## src/rtl/core/kqd_pkg.sv

```systemverilog
// ----------------------------------------------------------------------------
// kqd_pkg
// Shared types and constants for the quadrature knob dual counter.
// ----------------------------------------------------------------------------
package kqd_pkg;

	// default counter width, handed to the top level parameter
	localparam int unsigned COUNT_WIDTH_DEF = 32;

	// fixed field widths
	localparam int unsigned STEP_W   = 8;
	localparam int unsigned PIN_W    = 6;
	localparam int unsigned OUT_W    = 32;
	localparam int unsigned CFG_IDX_W = 1;

	// register reset values
	localparam logic [STEP_W-1:0] STEP_RST     = 8'd1;
	localparam logic [PIN_W-1:0]  MODE_PIN_RST = 6'd25;

	// configuration register indexes
	typedef enum logic [CFG_IDX_W-1:0] {
		REG_STEP_SIZE = 1'b0,
		REG_MODE_PIN  = 1'b1
	} reg_idx_t;

	// item operation codes
	typedef enum logic {
		OP_SAMPLE = 1'b0,
		OP_BUTTON = 1'b1
	} op_t;

	// one input item
	typedef struct packed {
		op_t              operation;
		logic             phase_a;
		logic             phase_c;
		logic [PIN_W-1:0] button_pin;
	} item_t;

endpackage

```

## src/rtl/core/kqd_in_reg.sv

```systemverilog
// ----------------------------------------------------------------------------
// kqd_in_reg
// Input register stage: holds one accepted item until the update stage takes it.
// ----------------------------------------------------------------------------
module kqd_in_reg (
	input  logic          clk,
	input  logic          arst_n,
	input  logic          in_valid,
	input  kqd_pkg::item_t in_item,
	output logic          in_stall,
	input  logic          advance,
	output logic          valid_s1,
	output kqd_pkg::item_t item_s1
);

	logic load;

	// stage frees itself when its item moves on
	assign in_stall = valid_s1 & ~advance;
	assign load     = in_valid & ~in_stall;

	always_ff @(posedge clk or negedge arst_n) begin
		if (!arst_n) begin
			valid_s1 <= 1'b0;
		end else if (load) begin
			valid_s1 <= 1'b1;
		end else if (advance) begin
			valid_s1 <= 1'b0;
		end
	end

	always_ff @(posedge clk) begin
		if (load) begin
			item_s1 <= in_item;
		end
	end

endmodule

```

## src/rtl/core/kqd_engine.sv

```systemverilog
// ----------------------------------------------------------------------------
// kqd_engine
// Decoder state and update logic; the state registers double as result data.
// ----------------------------------------------------------------------------
module kqd_engine #(
	parameter int unsigned COUNT_WIDTH = kqd_pkg::COUNT_WIDTH_DEF
) (
	input  logic                        clk,
	input  logic                        arst_n,
	input  logic                        fire,
	input  kqd_pkg::item_t              item_s1,
	input  logic [kqd_pkg::STEP_W-1:0]  step_size,
	input  logic [kqd_pkg::PIN_W-1:0]   mode_pin,
	output logic [COUNT_WIDTH-1:0]      cnt_main_q,
	output logic [COUNT_WIDTH-1:0]      cnt_alt_q,
	output logic                        sel_alt_q,
	output logic                        changed_q
);

	logic                   prev_a_q;
	logic                   prev_c_q;
	logic                   primed_q;
	logic                   do_add;
	logic                   do_sub;
	logic                   do_toggle;
	logic [COUNT_WIDTH-1:0] amount;
	logic [COUNT_WIDTH-1:0] base;
	logic [COUNT_WIDTH-1:0] result;

	always_comb begin
		do_add    = 1'b0;
		do_sub    = 1'b0;
		do_toggle = 1'b0;
		amount    = COUNT_WIDTH'(step_size);
		unique case (item_s1.operation)
			kqd_pkg::OP_SAMPLE: begin
				// a change wins over c change
				priority if (!primed_q) begin
				end else if (prev_a_q != item_s1.phase_a) begin
					do_add = prev_a_q & item_s1.phase_c;
				end else if (prev_c_q != item_s1.phase_c) begin
					do_sub = prev_c_q & item_s1.phase_a;
				end else begin
					// levels unchanged
				end
			end
			kqd_pkg::OP_BUTTON: begin
				if (item_s1.button_pin == mode_pin) begin
					do_toggle = 1'b1;
				end else begin
					do_add = 1'b1;
					amount = COUNT_WIDTH'(1);
				end
			end
			default: begin
			end
		endcase
	end

	assign base   = sel_alt_q ? cnt_alt_q : cnt_main_q;
	assign result = do_sub ? (base - amount) : (base + amount);

	always_ff @(posedge clk or negedge arst_n) begin
		if (!arst_n) begin
			prev_a_q   <= 1'b0;
			prev_c_q   <= 1'b0;
			primed_q   <= 1'b0;
			cnt_main_q <= '0;
			cnt_alt_q  <= '0;
			sel_alt_q  <= 1'b0;
			changed_q  <= 1'b0;
		end else if (fire) begin
			changed_q <= do_add | do_sub;
			if (item_s1.operation == kqd_pkg::OP_SAMPLE) begin
				prev_a_q <= item_s1.phase_a;
				prev_c_q <= item_s1.phase_c;
				primed_q <= 1'b1;
			end
			if (do_toggle) begin
				sel_alt_q <= ~sel_alt_q;
			end
			if (do_add | do_sub) begin
				if (sel_alt_q) begin
					cnt_alt_q <= result;
				end else begin
					cnt_main_q <= result;
				end
			end
		end
	end

endmodule

```

## src/rtl/core/quadrature_knob_dual_counter_unit.sv

```systemverilog
// ----------------------------------------------------------------------------
// quadrature_knob_dual_counter_unit
// Rotary knob decoder driving two wrapping counters, one selected at a time.
// ----------------------------------------------------------------------------
// usage
//   input channel: in_valid / in_stall with operation, phase_a, phase_c,
//   button_pin; a phase sample (operation 0) or a button event (operation 1)
//   transfers when in_valid is high and in_stall is low
//   output channel: out_valid / out_stall with count_main, count_alt, mode,
//   changed; one result per input item, in order
//   config channel: cfg_valid / cfg_ready with cfg_index and cfg_data,
//   index 0 = step_size, index 1 = mode_pin; cfg_ready is always high,
//   write only while the block is idle
//   path: an accepted item is registered in the input register, then the
//   update writes the state/result registers, which drive the output
//   throughput: one item per cycle while out_stall is low; the single counter
//   adder from input register to state/result register sets the cycle
//   stall: while out_stall holds a result, the input register keeps one
//   more item and then in_stall rises; nothing is lost
//   reset: counters, mode and phase history clear, step_size goes to 1,
//   mode_pin to 25; the first phase sample only loads the phase levels
// ----------------------------------------------------------------------------
module quadrature_knob_dual_counter_unit #(
	parameter int unsigned COUNT_WIDTH = kqd_pkg::COUNT_WIDTH_DEF
) (
	input  logic                          clk,
	input  logic                          arst_n,
	// item input
	input  logic                          in_valid,
	output logic                          in_stall,
	input  logic                          operation,
	input  logic                          phase_a,
	input  logic                          phase_c,
	input  logic [kqd_pkg::PIN_W-1:0]     button_pin,
	// result output
	output logic                          out_valid,
	input  logic                          out_stall,
	output logic signed [kqd_pkg::OUT_W-1:0] count_main,
	output logic signed [kqd_pkg::OUT_W-1:0] count_alt,
	output logic                          mode,
	output logic                          changed,
	// register writes
	input  logic                          cfg_valid,
	output logic                          cfg_ready,
	input  logic [kqd_pkg::CFG_IDX_W-1:0] cfg_index,
	input  logic [kqd_pkg::STEP_W-1:0]    cfg_data
);

	kqd_pkg::item_t              in_item;
	kqd_pkg::item_t              item_s1;
	logic                        valid_s1;
	logic                        fire;
	logic                        out_valid_q;
	logic [kqd_pkg::STEP_W-1:0]  step_size_q;
	logic [kqd_pkg::PIN_W-1:0]   mode_pin_q;
	logic [COUNT_WIDTH-1:0]      cnt_main;
	logic [COUNT_WIDTH-1:0]      cnt_alt;

	// configuration registers, always ready
	assign cfg_ready = 1'b1;

	always_ff @(posedge clk or negedge arst_n) begin
		if (!arst_n) begin
			step_size_q <= kqd_pkg::STEP_RST;
			mode_pin_q  <= kqd_pkg::MODE_PIN_RST;
		end else if (cfg_valid && cfg_ready) begin
			unique case (kqd_pkg::reg_idx_t'(cfg_index))
				kqd_pkg::REG_STEP_SIZE: step_size_q <= cfg_data;
				kqd_pkg::REG_MODE_PIN:  mode_pin_q  <= cfg_data[kqd_pkg::PIN_W-1:0];
				default: begin
				end
			endcase
		end
	end

	// input payload packed for the input register
	assign in_item.operation  = kqd_pkg::op_t'(operation);
	assign in_item.phase_a    = phase_a;
	assign in_item.phase_c    = phase_c;
	assign in_item.button_pin = button_pin;

	// the held item moves on when the result slot is empty or being drained
	assign fire = valid_s1 & (~out_valid_q | ~out_stall);

	kqd_in_reg u_in_reg (
		.clk      (clk),
		.arst_n   (arst_n),
		.in_valid (in_valid),
		.in_item  (in_item),
		.in_stall (in_stall),
		.advance  (fire),
		.valid_s1 (valid_s1),
		.item_s1  (item_s1)
	);

	// state registers only change on fire, so they hold steady under stall
	// and serve directly as the result data
	kqd_engine #(
		.COUNT_WIDTH (COUNT_WIDTH)
	) u_engine (
		.clk        (clk),
		.arst_n     (arst_n),
		.fire       (fire),
		.item_s1    (item_s1),
		.step_size  (step_size_q),
		.mode_pin   (mode_pin_q),
		.cnt_main_q (cnt_main),
		.cnt_alt_q  (cnt_alt),
		.sel_alt_q  (mode),
		.changed_q  (changed)
	);

	// result valid flag
	always_ff @(posedge clk or negedge arst_n) begin
		if (!arst_n) begin
			out_valid_q <= 1'b0;
		end else if (fire) begin
			out_valid_q <= 1'b1;
		end else if (!out_stall) begin
			out_valid_q <= 1'b0;
		end
	end

	assign out_valid = out_valid_q;

	// sign-extend or truncate counters to the output width
	assign count_main = kqd_pkg::OUT_W'($signed(cnt_main));
	assign count_alt  = kqd_pkg::OUT_W'($signed(cnt_alt));

endmodule

```

## config.mk

```make
export PLATFORM = sky130hd
export DESIGN_NAME = quadrature_knob_dual_counter_unit
export DESIGN_NICKNAME = d
export VERILOG_FILES = /design/src/rtl/core/kqd_pkg.sv /design/src/rtl/core/kqd_in_reg.sv /design/src/rtl/core/kqd_engine.sv /design/src/rtl/core/quadrature_knob_dual_counter_unit.sv
export SDC_FILE = /design/constraint.sdc
export NUM_CORES = 1
export LEC_CHECK = 0
export BUFFER_PORTS_ARGS = -buffer_cell sky130_fd_sc_hd__buf_4
export CORE_ASPECT_RATIO = 1.1
export CORE_MARGIN = 2
export CORE_UTILIZATION = 52
export CTS_CLUSTER_SIZE = 20
export DETAILED_ROUTE_END_ITERATION = 8
export PLACE_DENSITY = 0.75
export SYNTH_ARGS = -nofsm -noshare
export SYNTH_HDL_FRONTEND = slang
export SYNTH_HIERARCHICAL = 1
export SYNTH_SLANG_ARGS = --single-unit
```

## constraint.sdc

```tcl
create_clock -name clk -period 4.3 [get_ports clk]
set_clock_uncertainty 0.05 [all_clocks]
set_input_delay 0.215 -clock clk [delete_from_list [all_inputs] [get_ports clk]]
set_output_delay 0.215 -clock clk [all_outputs]
set_load 0.02 [all_outputs]
```

Word level (Yosys, flattened, before mapping)
Index checks and enable logic that the tools add are counted.
{ "op_classes": {"addsub": 2, "eq_ne": 4, "mux": 18, "n_bitwise": 14, "reduce_logical": 7} }
{ "ops": {"columns": ["operator", "count"], "rows": [
  ["$mux W32", 3],
  ["$add A32 B32 Y32", 1],
  ["$sub A32 B32 Y32", 1],
  ["$mux W1", 13],
  ["$mux W8", 1],
  ["$reduce_and A2 Y1", 4],
  ["$not A1 Y1", 7],
  ["$eq A6 B6 Y1", 1],
  ["$reduce_and A3 Y1", 2],
  ["$and A1 B1 Y1", 5],
  ["$ne A1 B1 Y1", 2],
  ["$ne A2 B1 Y1 const B", 1],
  ["$or A1 B1 Y1", 2],
  ["$pmux W1 S2", 1],
  ["$reduce_bool A2 Y1", 1]
]} }
{ "totals": {"ff_bits": 94, "in_bits": 23, "out_inout_bits": 69, "word_cells": 60} }

Depth between registers and ports, before layout
Gate-level depths: netlist of run 1.
{ "depth": {"word_depth": 8, "mapped_depth": 18, "depth_no_buf": 17} }

Modules after synthesis
Netlist of run 1, hierarchy kept.
{ "modules_own_cells": {"columns": ["mod", "instances", "cells_each", "area_each_um2", "seq_area_each_um2"], "rows": [
  ["kqd_engine", 1, 614, 5245.0, 1726.7],
  ["quadrature_knob_dual_counter_unit", 1, 36, 598.1, 380.4],
  ["kqd_in_reg", 1, 14, 327.8, 295.3]
]} }

Least setup slack after synthesis of run 1
Ideal clock, no wire load.
{ "synth_path": {"kind": "register -> register", "start": "reg mode_pin_q[0] (netlist bit)", "end": "reg u_engine.cnt_main_q[29]", "setup_ps": 133, "t_arrival_ps": 4167, "required_time_ps": 4117, "setup_slack_ps": -50, "path_stages_with_launch": 16, "path_buffers": 1, "synth_period_minus_slack_ps": 4350, "path_cell_list": "dfstp_2 xnor2_1 nand2_1 o31ai_4 clkbuf_1 nor2b_1 ha_1 inv_1 o21ai_0 ha_1 a21oi_1 o21ai_0 a2111oi_1 a211oi_1 a2111oi_0 nor2_1"} }
{ "synth_via": {"elab_chain_cells": 5, "elab_cells_between_ends": 10, "classes_between": "2 x add/sub; 1 x eq/ne; 5 x mux; 1 x bitwise; 1 x reduce/logical"} }
{ "synth_rtl": {"columns": ["item", "line", "source"], "rows": [
  ["start, declared", "quadrature_knob_dual_counter_unit.sv:55", "logic [kqd_pkg::PIN_W-1:0] mode_pin_q;"],
  ["start signal, assigned", "quadrature_knob_dual_counter_unit.sv:65", "mode_pin_q <= kqd_pkg::MODE_PIN_RST;"],
  ["start signal, assigned", "quadrature_knob_dual_counter_unit.sv:69", "kqd_pkg::REG_MODE_PIN: mode_pin_q <= cfg_data[kqd_pkg::PIN_W-1:0];"],
  ["$eq A6 B6 Y1 (*)", "kqd_engine.sv:48", "if (item_s1.button_pin == mode_pin) begin"],
  ["$mux W8 or $mux W1 (tied branches)", "kqd_engine.sv:48", null],
  ["$mux W32 or $pmux W1 S2 (tied branches)", "kqd_engine.sv:35", "unique case (item_s1.operation)"],
  ["$add A32 B32 Y32 (tied with other cells)", "kqd_engine.sv:61", "assign result = do_sub ? (base - amount) : (base + amount);"],
  ["$mux W32 or $reduce_and A3 Y1 (tied branches)", null, null],
  ["end signal, assigned", "kqd_engine.sv:86", "cnt_main_q <= result;"],
  ["end, declared", "kqd_engine.sv:14", "output logic [COUNT_WIDTH-1:0] cnt_main_q,"]
]} }
Every way passes the cells marked *; elsewhere a longest branch is shown, timed or not.
A chain may end at the register's enable or synchronous reset.

Worst setup path in the final report of run 1
{ "layout_path": {"start": "reg mode_pin_q[0] (netlist bit)", "end": "reg u_engine.cnt_alt_q[25]"} }
{ "layout_via": {"elab_chain_cells": 5, "elab_cells_between_ends": 10, "classes_between": "2 x add/sub; 1 x eq/ne; 5 x mux; 1 x bitwise; 1 x reduce/logical"} }
{ "layout_rtl": {"columns": ["item", "line", "source"], "rows": [
  ["$eq A6 B6 Y1 (*)", "kqd_engine.sv:48", null],
  ["$mux W8 or $mux W1 (tied branches)", "kqd_engine.sv:48", null],
  ["$mux W32 or $pmux W1 S2 (tied branches)", "kqd_engine.sv:35", null],
  ["$add A32 B32 Y32 (tied with other cells)", "kqd_engine.sv:61", null],
  ["$mux W32 or $reduce_and A3 Y1 (tied branches)", null, null],
  ["end signal, assigned", "kqd_engine.sv:84", "cnt_alt_q <= result;"],
  ["end, declared", "kqd_engine.sv:15", "output logic [COUNT_WIDTH-1:0] cnt_alt_q,"]
]} }
Marks and branches as above.

==> results.cfg, run 1 <==
[run_status]
outcome = complete, no violations

[timing]
fin_crit_ns = 4.111
setup_ws_ns = 0.1892
maxSlewViolCount = 0
fmax_mhz = 243.3
hold_viol_final = 0
maxSlewHeadroom = 0.3002
finalSetupTns_ns = 0
setup_viol = 0
timing.final.crit_share = 0.9560
tightest_slew_ns = 1.050
hold-worst-slack_ns = 0.002959

[power]
p_per_area_nw_per_um2 = 659.7
p_total_mw = 4.976
peakVddDrop_uv = 326.3
p_leak_nw = 3.499

[layout]
final_util = 0.6534
nFillCells = 933
n_antenna_cell = 0
fin_cells = 923
num-nets-final = 825
drive_gt1_frac = 0.2639
final_cell_area_um2 = 7542
multi_input_area_um2 = 3649
syn2layout_area_growth_pct = 22.22
regArea_um2 = 2402

[clock_network]
htreeDepth = 3
clkSinkCount = 94
root_buffer = clkbuf_16
insertion_delay_ns = 0.35
cts_buffer_depth = 2
numCtsBuffers = 9
path_clk_slew_ns = 0.07
cts_tree = yes

[critical_path]
path_buf_inv = 1
crit_fanout = 6
critPathKind = flip-flop to flip-flop
cp.required_ns = 4.46
critical_path.endpoint_type = flip-flop
cp-start-kind = flip-flop
crit_path_top_delay_cell = dfstp_2
crit_chain = xnor2_1 -> nand2_1 -> o31ai_4 -> nand2_1 -> ha_1 -> inv_1 -> a22oi_1 -> o22a_1 -> ha_1 -> nand4_1 -> a21oi_2 -> a211oi_2 -> a2111o_1 -> a211oi_4 -> mux2i_1 -> o311ai_0
critical_path.max_stage_delay_ns = 0.53
cpLargestDelayFamily = compound AO/OA/AOI/OAI gates
cp.arrival_ns = 4.27

[detailed_routing]
drc = 0
drt-initial-drc-count = 327
postRouteAntennaNets = 0
drtPass1Iterations = 5
vias = 5532
vias_per_cell = 5.993
wl_per_cell_um = 17.80
wl_um = 16430

[run]
maxCapViolations = 0

[floorplanning]
row_count = 41
chipHeight_um = 118.3
core_um2 = 11540
io_pins = 92
initial_utilization = 0.5346
fp.dieW_um = 107.9
dieArea_um2 = 12760

[global_route]
grt_pass1_wl_um = 26440
grt_pass1_vias = 5234
gr-usage-all-layers = 0.2646
antenna_found_initial = 0
grt_max_degree = 86
grt-ovfl-total = 0

[yosys]
synth_warnings = 6
synth_cell_type_count = 67
synth_nets = 721
syn_area_um2 = 6171
synthFlopType = dfrtp_1
syn_avg_cell_area_um2 = 9.294
seq_area_frac_synth = 0.3893
synth_cells = 664
ys_async_sr_fraction = 0.9043
ys_ff_latch = 94
synth_edf_count = 9

[place]
preCtsSetupSlack_ns = 0.03575
hpwl_um = 12210
portBuffers = 90
dpl-instance-area_um2 = 7054
dp_cells = 892
gp_congestion = 0.9542

[min_path]
hp-class = input port to async pin
==> report_power, final <==
group	internal, mW	total (mW)	switching (mW)
logic	1.13	2.73	1.60
clock network	0.482	0.826	0.344
registers	1.19	1.42	0.230
total	2.81	4.98	2.17
==> state kept, by name, summed over array words and instances (netlist names) <==
register             flops
u_engine/cnt_main_q     32
mode_pin_q               6
u_engine/cnt_alt_q      32
u_engine/sel_alt_q       1
u_in_reg/valid_s1        1
u_engine/primed_q        1
u_engine/changed_q       1
u_engine/prev_c_q        1
u_in_reg/item_s1         9
step_size_q              8
u_engine/prev_a_q        1
out_valid                1
==> placed cells by master (no fill, tap or decap), types with 9 or more instances in the layout <==
cell type and instances:
nor3_1 10, clkbuf_16 9, a21o_1 19, buf_4 114, dfrtp_1 81, nand4_1 10, mux2_2 46, nand2_1 102
o21ai_0 59, xnor2_1 19, o21a_1 11, edfxtp_1 9, a21oi_1 36, ha_1 33, dlygate4sd3_1 9, nand3_1 10
inv_1 10, xor2_1 11, nor2_1 37
==> repair_timing <==
item,CTS,global route
hold buffers,9,0
resized for setup,0,13
endpoints found under the hold margin,9,0
buffers inserted,0,6
setup endpoints to repair,0,12
==> kinds of logic (layout without fill, tap and decap cells) <==
| logic type | count (synthesis) | after routing | share of synthesized area |
|---|---|---|---|
| AND/OR/NAND/NOR | 211 | 211 | 0.1600 |
| AO/OA/AOI/OAI | 200 | 200 | 0.2157 |
| buffers and inverters | 41 | 150 | 0.02636 |
| flip-flops | 94 | 94 | 0.3893 |
| adder cells (fa/ha/maj) | 34 | 34 | 0.07015 |
| XOR/XNOR | 30 | 30 | 0.04258 |
| multiplexers | 53 | 53 | 0.09530 |
| other | 1 | 1 | 0.0006077 |
==> metal layers <==
| layer | global-route usage | wire length (µm) | share of wire |
|---|---|---|---|
| met2 | 0.4340 | 8113 | 0.49 |
| met3 | 0.04302 | 839 | 0.051 |
| met5 | 0 | 0 | 0 |
| met4 | 0.09215 | 398 | 0.024 |
| met1 | 0.3531 | 7075 | 0.43 |
==> area by class of cell <==
class                      instances  area share
inverter                          10    0.004977
timing repair buffer             124      0.1269
tap                              150     0.02488
clock inverter                     5    0.007465
multi-input combinational        529      0.4837
sequential                        94      0.3185
clock buffer                      11     0.03351
==> cell usage after synthesis, types with 5 or more instances <==
cell type | n | area share
o311ai_0 | 6 | 0.0085
a21oi_1 | 36 | 0.029
a21o_1 | 20 | 0.024
xnor2_1 | 19 | 0.027
xor2_1 | 11 | 0.016
ha_1 | 33 | 0.067
dfrtp_1 | 81 | 0.33
o31ai_1 | 7 | 0.0085
nand4_1 | 10 | 0.010
nand2_1 | 102 | 0.062
mux2i_1 | 7 | 0.011
nand2b_1 | 7 | 0.0071
a211oi_1 | 7 | 0.0085
mux2_2 | 46 | 0.084
and3_1 | 6 | 0.0061
clkbuf_1 | 19 | 0.012
nor3_1 | 11 | 0.0089
o21ai_0 | 62 | 0.050
a31oi_1 | 5 | 0.0051
inv_1 | 10 | 0.0061
nor2b_1 | 5 | 0.0051
nor2_1 | 37 | 0.023
edfxtp_1 | 9 | 0.044
a211o_1 | 6 | 0.0085
buf_1 | 7 | 0.0043
o21a_1 | 11 | 0.013
nand3_1 | 10 | 0.0081
==> worst paths after layout <==
check | startpoint | end | slack (ns) | cells after the start
max | mode_pin_q[0]$_DFFE_PN1P_ | u_engine/cnt_alt_q[25]$_DFFE_PN0P_ | 0.19 | 16
min | arst_n | u_engine/cnt_main_q[11]$_DFFE_PN0P_ | 0.003 | 1
max reg2reg | mode_pin_q[0]$_DFFE_PN1P_ | u_engine/cnt_alt_q[25]$_DFFE_PN0P_ | 0.19 | 16
min reg2reg | u_engine/cnt_main_q[21]$_DFFE_PN0P_ | u_engine/cnt_main_q[21]$_DFFE_PN0P_ | 0.45 | 2
max in group asynchronous | arst_n | u_engine/cnt_alt_q[29]$_DFFE_PN0P_ | 3.52 | 1
min in group clk | in_valid | u_in_reg/valid_s1$_DFFE_PN0P_ | 0.01 | 2
Power figures use the tool's default switching activity.
==> run 2: changes to the inputs <==
--- a/config.mk
+++ b/config.mk
@@ -12,6 +12,7 @@
 export CTS_CLUSTER_SIZE = 20
 export DETAILED_ROUTE_END_ITERATION = 8
 export PLACE_DENSITY = 0.75
+export SETUP_SLACK_MARGIN = 0.5
 export SYNTH_ARGS = -nofsm -noshare
 export SYNTH_HDL_FRONTEND = slang
 export SYNTH_HIERARCHICAL = 1
==> run 2 against run 1 <==
Compared with the run above: non-clock buffer count increased by 26; combinational power increased by 14%; die area unchanged; wire length increased by 11%; flip-flop and latch count unchanged; largest power group unchanged; via count increased by 4.2%; register-to-register slack improved by 0.11 ns; maximum frequency increased by 2.8%; clock power increased by 14%; highest routed layer unchanged; sequential power about the same; first-iteration DRC count decreased by 0.61%.
==> results.cfg, run 2 (synthesis results as in run 1) <==
[run_status]
outcome = complete, no violations

[place]
dp_cells = 893
hpwl_um = 12680
portBuffers = 90
gp_congestion = 0.9965

[timing]
timing.final.crit_share = 0.9304
fin_crit_ns = 4.001
hold-worst-slack_ns = 0.02095
fmax_mhz = 250.0
finalSetupTns_ns = 0
setup_viol = 0
maxSlewViolCount = 0
maxSlewHeadroom = 0.3298
hold_viol_final = 0
tightest_slew_ns = 0.9993
rsz0062_at_grt = true

[critical_path]
critPathKind = flip-flop to flip-flop
cp-start-kind = flip-flop
critical_path.endpoint_type = flip-flop
ff2ff_path_depth = 15
cp.required_ns = 4.46
crit_chain = xnor2_1 -> nand2_1 -> o31ai_4 -> buf_6 -> o31a_1 -> o21ai_4 -> buf_12 -> ha_2 -> o21ai_0 -> a21oi_2 -> nor2_1 -> a2111o_1 -> a211oi_4 -> mux2i_1 -> o311ai_1
cpLargestDelayFamily = compound AO/OA/AOI/OAI gates
path_buf_inv = 2
crit_fanout = 5
path_depth = 15
cp.arrival_ns = 4.16
crit_path_top_delay_cell = a2111o_1
critical_path.max_stage_delay_ns = 0.56

[global_route]
grt_pass1_wl_um = 28160
met1_usage = 0.3492
grt_use_met3 = 0.05185
use_met2 = 0.4914
gr-usage-all-layers = 0.2817
antenna_found_initial = 0
grt-ovfl-total = 0
grt_pass1_vias = 5589
grt_max_degree = 46
gr-max-usage-layer = met2

[layout]
syn2layout_area_growth_pct = 33.25
num-nets-final = 851
drive_gt1_frac = 0.3730
layout_commonest_cell = buf_4
fin_cells = 949
final_cell_mix = buf_4 (138), nand2_1 (94), dfrtp_1 (81), o21ai_0 (52), mux2_2 (46)
reg_top3 = u_engine/cnt_alt_q (32), u_engine/cnt_main_q (32), u_in_reg/item_s1 (9)
n_antenna_cell = 0

[detailed_routing]
postRouteAntennaNets = 0
vias_per_cell = 6.077
drc = 0
vias = 5767
wl_um = 18270
drtPass1Iterations = 6
drt-initial-drc-count = 325
wl_per_cell_um = 19.25

[clock_network]
cts_buffer_depth = 2
htreeDepth = 3
cts_tree = yes
insertion_delay_ns = 0.35
numCtsBuffers = 9
root_buffer = clkbuf_16
path_clk_slew_ns = 0.07
clkSinkCount = 94

[floorplanning]
initial_utilization = 0.5346
io_pins = 92
core_um2 = 11540
chipHeight_um = 118.3
dieArea_um2 = 12760
fp.dieW_um = 107.9
row_count = 41

[power]
switchingPower_mw = 2.347
p_leak_nw = 3.654
internal_power_mw = 3.123
pwr-share-comb = 0.569
p_sw_frac = 0.4290
sequentialPowerShare = 0.259
pwr-share-clk = 0.172
p_per_area_nw_per_um2 = 665.2
peakVddDrop_uv = 303.8

[min_path]
worstHoldPathCells = 2
hp-class = input port to flip-flop

[run]
maxCapViolations = 0
run 2: repair_timing:
action	CTS	global route
hold endpoints to repair	49	0
setup endpoints to repair	36	36
hold buffers	10	0
pin swaps	27	20
buffers inserted	20	10
gates resized for setup	47	44
run 2: path summary, 6_finish.rpt:
check	start	end	slack (ns)
setup / recovery	mode_pin_q[4]$_DFFE_PN1P_	u_engine/cnt_alt_q[25]$_DFFE_PN0P_	0.30
hold / removal	in_valid	u_in_reg/valid_s1$_DFFE_PN0P_	0.02
setup reg to reg	mode_pin_q[4]$_DFFE_PN1P_	u_engine/cnt_alt_q[25]$_DFFE_PN0P_	0.30
hold reg to reg	u_engine/primed_q$_DFFE_PN0P_	u_engine/primed_q$_DFFE_PN0P_	0.45
max in group asynchronous	arst_n	u_engine/cnt_main_q[5]$_DFFE_PN0P_	2.86
min in group asynchronous	arst_n	u_engine/cnt_main_q[12]$_DFFE_PN0P_	0.34
run 2: per-layer routing:
metal	vias up	routed length, µm
met5	-	0
met4	0	380
met3	36	1106
met2	222	9368
met1	2821	7417
li1	2688	-
run 2: area by class of cell:
cell class / count / area, µm²
clock buffer: 11 / 242.7
clock inverter: 5 / 106.4
fill: 852 / 3319
inverter: 10 / 40.04
multi-input combinational: 529 / 4076
sequential: 94 / 2402
tap: 150 / 187.7
timing repair buffer: 150 / 1167
run 2: power groups by stage:
stage                     Clock [mW]  Combinational (mW)  Sequential, mW
final                          0.938                3.11            1.42
after global routing           0.989                3.33            1.46
after CTS                      0.949                2.93            1.42
after detailed placement           0                2.70            1.43
after global placement             0                2.65            1.41
after floorplan                    0                1.50            1.69
run 2: through the flow:
step,utilization,power [mW],area (µm²),setup slack (ns)
CTS,0.6885,5.296,7946,0.4048
detailed placement,0.6165,4.134,7116,0.1012
finish,0.7124,5.470,8223,0.2994
global placement,0.6165,4.063,7116,0.1876
floorplan,-,3.188,6235,0.4455
global route,0.7124,5.779,8223,0.1288
